<file path="config.mk">
export PLATFORM = sky130hd
export DESIGN_NAME = efa_ctrl
export DESIGN_NICKNAME = d
export VERILOG_FILES = /design/src/rtl/efa_pkg.sv /design/src/rtl/efa_ctrl.sv
export SDC_FILE = /design/constraint.sdc
export NUM_CORES = 1
export LEC_CHECK = 0
export BUFFER_PORTS_ARGS = -buffer_cell sky130_fd_sc_hd__buf_2
export CAP_MARGIN = 20
export CORE_AREA = 2 2 39 41
export CTS_CLUSTER_SIZE = 12
export DETAILED_ROUTE_END_ITERATION = 10
export DIE_AREA = 0 0 41 43
export PLACE_DENSITY = 0.76
export SETUP_SLACK_MARGIN = 0.2
export SLEW_MARGIN = 5
export SYNTH_ARGS = -nofsm -noshare
export SYNTH_HDL_FRONTEND = slang
export SYNTH_SLANG_ARGS = --single-unit
</file>
<file path="constraint.sdc">
create_clock -name clk -period 1.85 [get_ports clk]
set_input_delay 0.2775 -clock clk [delete_from_list [all_inputs] [get_ports clk]]
set_output_delay 0.2775 -clock clk [all_outputs]
set_load 0.01 [all_outputs]
</file>
<file path="src/rtl/efa_pkg.sv">
// Shared types, codes and constants for the event frame accumulator.
// Used by efa_ctrl, efa_datapath and the top level; depends on nothing.
package efa_pkg;

    localparam int DEF_WIDTH  = 128;
    localparam int DEF_HEIGHT = 128;

    localparam int CHAN_W  = 8;
    localparam int PIXEL_W = 3 * CHAN_W;
    localparam int COORD_W = 7;
    localparam int CMD_W   = 2;

    // Command codes
    localparam logic [CMD_W-1:0] CMD_EVENT = 2'd0;
    localparam logic [CMD_W-1:0] CMD_FADE  = 2'd1;
    localparam logic [CMD_W-1:0] CMD_READ  = 2'd2;
    localparam logic [CMD_W-1:0] CMD_CLEAR = 2'd3;

    // Configuration register indexes
    localparam logic CFG_MODE = 1'b0;
    localparam logic CFG_FADE = 1'b1;

    localparam logic [CHAN_W-1:0] FADE_RESET = 8'd30;
    localparam logic [CHAN_W-1:0] GRAY      = 8'h80;

    localparam logic [PIXEL_W-1:0] COL_BLACK = 24'h000000;
    localparam logic [PIXEL_W-1:0] COL_GREEN = 24'h00FF00;
    localparam logic [PIXEL_W-1:0] COL_RED   = 24'hFF0000;
    localparam logic [PIXEL_W-1:0] COL_WHITE = 24'hFFFFFF;
    localparam logic [PIXEL_W-1:0] COL_GRAY  = 24'h808080;

    // Palette color for polarity 0/1 in the given mode
    function automatic logic [PIXEL_W-1:0] event_color(input logic mode, input logic pol);
        logic [PIXEL_W-1:0] c;
        if (mode)
            c = pol ? COL_BLACK : COL_WHITE;
        else
            c = pol ? COL_RED : COL_GREEN;
        return c;
    endfunction

    function automatic logic [PIXEL_W-1:0] background_color(input logic mode);
        return mode ? COL_GRAY : COL_BLACK;
    endfunction

    // Commands from controller to datapath
    typedef struct packed {
        logic fill_we;   // write fill color at sweep pointer, advance
        logic fill_bg;   // fill with mode background, else black
        logic fade_rd;   // read pixel at sweep pointer for fade, advance
        logic ev_we;     // write event color at (x,y)
        logic rd_req;    // read pixel at (x,y)
        logic out_load;  // load the result register
        logic out_pix;   // result carries the read pixel
        logic out_done;  // done flag of the result
    } efa_cmd_t;

    // Status from datapath to controller
    typedef struct packed {
        logic sweep_last;
        logic out_busy;
    } efa_stat_t;

endpackage

</file>
<file path="src/rtl/efa_ctrl.sv">
// Command sequencer for the event frame accumulator: accepts items, runs the
// sweeps and schedules results. Depends on efa_pkg.
module efa_ctrl (
    input  logic                    clk,
    input  logic                    rst_n,
    input  logic                    in_valid,
    output logic                    in_stall,
    input  logic [efa_pkg::CMD_W-1:0] cmd,
    input  logic                    batch_end,
    input  efa_pkg::efa_stat_t      stat,
    output efa_pkg::efa_cmd_t       ctl
);
    import efa_pkg::*;

    typedef enum logic [5:0] {
        S_INIT  = 6'b000001,
        S_IDLE  = 6'b000010,
        S_READ  = 6'b000100,
        S_FADE  = 6'b001000,
        S_FLUSH = 6'b010000,
        S_CLEAR = 6'b100000
    } state_t;

    state_t state_reg, state_next;
    logic   accept;

    assign in_stall = (state_reg != S_IDLE) || stat.out_busy;
    assign accept   = in_valid && !in_stall;

    always_comb
    begin
        state_next = state_reg;
        ctl        = '0;
        case (state_reg)
            S_INIT:
            begin
                // sweep the store to black after reset
                ctl.fill_we = 1'b1;
                if (stat.sweep_last)
                    state_next = S_IDLE;
            end
            S_IDLE:
            begin
                if (accept)
                begin
                    case (cmd)
                        CMD_EVENT:
                        begin
                            ctl.ev_we    = 1'b1;
                            ctl.out_load = 1'b1;
                            ctl.out_done = batch_end;
                        end
                        CMD_FADE:  state_next = S_FADE;
                        CMD_READ:
                        begin
                            ctl.rd_req = 1'b1;
                            state_next = S_READ;
                        end
                        default:   state_next = S_CLEAR;
                    endcase
                end
            end
            S_READ:
            begin
                ctl.out_load = 1'b1;
                ctl.out_pix  = 1'b1;
                ctl.out_done = 1'b1;
                state_next   = S_IDLE;
            end
            S_FADE:
            begin
                ctl.fade_rd = 1'b1;
                if (stat.sweep_last)
                    state_next = S_FLUSH;
            end
            S_FLUSH:
            begin
                // last fade write lands this cycle
                ctl.out_load = 1'b1;
                ctl.out_done = 1'b1;
                state_next   = S_IDLE;
            end
            S_CLEAR:
            begin
                ctl.fill_we = 1'b1;
                ctl.fill_bg = 1'b1;
                if (stat.sweep_last)
                begin
                    ctl.out_load = 1'b1;
                    ctl.out_done = 1'b1;
                    state_next   = S_IDLE;
                end
            end
            default:   state_next = S_INIT;
        endcase
    end

    always_ff @(posedge clk or negedge rst_n)
    begin
        if (!rst_n)
            state_reg <= S_INIT;
        else
            state_reg <= state_next;
    end

endmodule

</file>
==> results_dict.tcl <==
set metrics [dict create \
    htreeDepth 1 \
    cp-endpoint "ctl[0]" \
    final_nets 114 \
    first_pass_iters 4 \
    min_path_type "primary input to register" \
    ys_seq_area_frac 0.268 \
    r2r-start "state_reg[2]$_DFFE_PN0P_" \
    worstMarginPinSlew_ns 0.415 \
    clock-skew-final_ns 0.0175 \
    dp_slack_ns -0.0362 \
    regArea_um2 151 \
    r2r-end "state_reg[5]$_DFFE_PN0P_" \
    portBuffers 16 \
    status "finished, violations left" \
    grt_first_pass_wirelength_mm 2.49 \
    synthSimpleGateAreaFrac 0.350 \
    gr-total-overflow 0 \
    layout-drive-gt1-share 0.500 \
    synth_xor_area_frac 0.0619 \
    final-hold-violation-count 0 \
    die_w_um 41 \
    dp_cells 103 \
    synth_compound_area_frac 0.126 \
    design.core.area_um2 1380 \
    required_ns 1.57 \
    powerDensity_nw_per_um2 1140 \
    fillCellCount 117 \
    ys_types 34 \
    synthMuxAreaShare 0.0265 \
    largest_register_ffs 6 \
    yosys_warnings 0 \
    path_class "register to primary output" \
    ant_nets 0 \
    yosys.area_share.adder 0.0664 \
    gp_congestion 0.849 \
    synth_top_family_by_area "simple AND/OR/NAND/NOR gates" \
    cp-end-kind "primary output" \
    cp-start-kind "register" \
    rrSetupSlack_ns -0.21 \
    rsz0062_at_grt "true" \
    wl_per_cell_um 14.3 \
    cts_root_buf "clkbuf_4" \
    synth-edff-count 0 \
    synth_fp_nets 81 \
    grt_start_max_net_pins 13 \
    multi_input_area_um2 414 \
    max_freq_mhz 483 \
    finalNonFillerCells 118 \
    p_total_w 0.00102 \
    async_reset_ff_frac 1.00 \
    grt_pass1_vias 587 \
    finalCriticalPeriod_ns 2.07 \
    setup_ws_ns -0.222 \
    drc 0 \
    viasPerCell 5.69 \
    slew_violations 0 \
    crit_path_max_fanout 3 \
    final_common_cell "buf_2" \
    die_y_um 43 \
    max-vdd-ir-drop_v 0.000591 \
    cts_tree "yes" \
    synth_ff_type "dfrtp_1" \
    cap_violations 0 \
    antenna_found_initial 0 \
    start_util 0.409 \
    area.growth.synth_to_final_pct 57.5 \
    io_pins 17 \
    wirelength_mm 1.68 \
    diodes 0 \
    cts_buffer_depth 2 \
    setup_viol 13 \
    violations "setup timing" \
    cts_made_buffers 3 \
    path_clk_slew_ns 0.06 \
    relSlewSlack 0.723 \
    grt_usage 0.213 \
    crit_start "state_reg[2]$_DFFE_PN0P_" \
    drt_iter0_drc 30 \
    p_leak_nw 0.454 \
    synth_area_um2 566 \
    avgSynthCellArea_um2 8.08 \
    r2r_cells 6 \
    layout_common_cells "buf_2, buf_4, buf_6" \
    syn_inst 70 \
    rows 14 \
    fin_hold_ws_ns 0.297 \
    vias 671 \
    clock_latency_ns 0.26 \
    hp-start "stat[1]" \
    crit_arrival_ns 1.79 \
    cts_sinks 6 \
    fin_setup_tns_ns -1.75 \
    dieArea_um2 1760 \
    finalCritPeriodShare 1.12 \
    hpwl_mm 1.06 \
    synth_seq_cells 6 \
]
==> Yosys cell counts (2+ instances only) <==
| cell | count | share of area |
|---|---|---|
| clkbuf_1 | 4 | 0.027 |
| and3_1 | 2 | 0.022 |
| xnor2_1 | 2 | 0.031 |
| nand2b_1 | 4 | 0.044 |
| nor2_1 | 6 | 0.040 |
| inv_1 | 7 | 0.046 |
| nor3_1 | 6 | 0.053 |
| o21ai_0 | 2 | 0.018 |
| ha_1 | 3 | 0.066 |
| nand2_1 | 3 | 0.020 |
| xor2_1 | 2 | 0.031 |
| nor4_1 | 3 | 0.033 |
| dfrtp_1 | 5 | 0.22 |
==> cell type report <==
class	instances	area share
multi-input cells	51	0.465
well taps	16	0.0225
flip-flops and latches	6	0.170
inverters	7	0.0295
repair buffers	34	0.284
clock buffers	4	0.0295
==> worst max-delay path: stages, from the launching register on <==
cell     delay (ns)
dfrtp_1        0.40
or4_4          0.57
nor3_4         0.16
nand3_2        0.12
o21ai_2        0.13
buf_2          0.16
==> where the power goes <==
group          switching [W]  internal, W
combinational       0.000320     0.000331
sequential         0.0000536     0.000175
clock              0.0000527    0.0000820
total               0.000427     0.000588
==> worst min-delay path by stage <==
stage | to | slack, ns | cells after the start
after floorplan | state_reg[1]$_DFFE_PN0P_ | -0.02 | 0
after global placement | state_reg[1]$_DFFE_PN0P_ | 0.10 | 1
after detailed placement | state_reg[1]$_DFFE_PN0P_ | 0.11 | 1
after CTS | state_reg[3]$_DFFE_PN0P_ | 0.30 | 2
after global routing | state_reg[3]$_DFFE_PN0P_ | 0.30 | 2
final | state_reg[3]$_DFFE_PN0P_ | 0.30 | 2
==> repair_timing <==
action                                 in CTS  in global routing
hold buffers                                1                  0
pin swaps                                   3                  3
resized for setup                          11                 10
setup endpoints to repair                  14                 15
endpoints found under the hold margin       5                  0
buffers inserted                            7                  3
==> layer usage <==
metal  track usage  part of all wire  vias up
met2         0.347              0.52       31
met5             0                 0        -
met1         0.250              0.37      318
li1              -                 -      310
met3        0.0209             0.053       12
met4         0.133             0.051        0
==> per-stage QoR <==
stage               utilization  cell area (um2)
floorplan                     -              576
global placement          0.499              691
detailed placement        0.499              691
CTS                       0.598              827
global route              0.644              891
finish                    0.644              891
==> cell families after synthesis <==
logic type      count (synthesis)
flops                           6
buf+inv                        13
fa+ha+maj                       3
xor+xnor                        4
compound gates                 10
simple gates                   33
mux                             1
(Power assumes the default switching activity.)
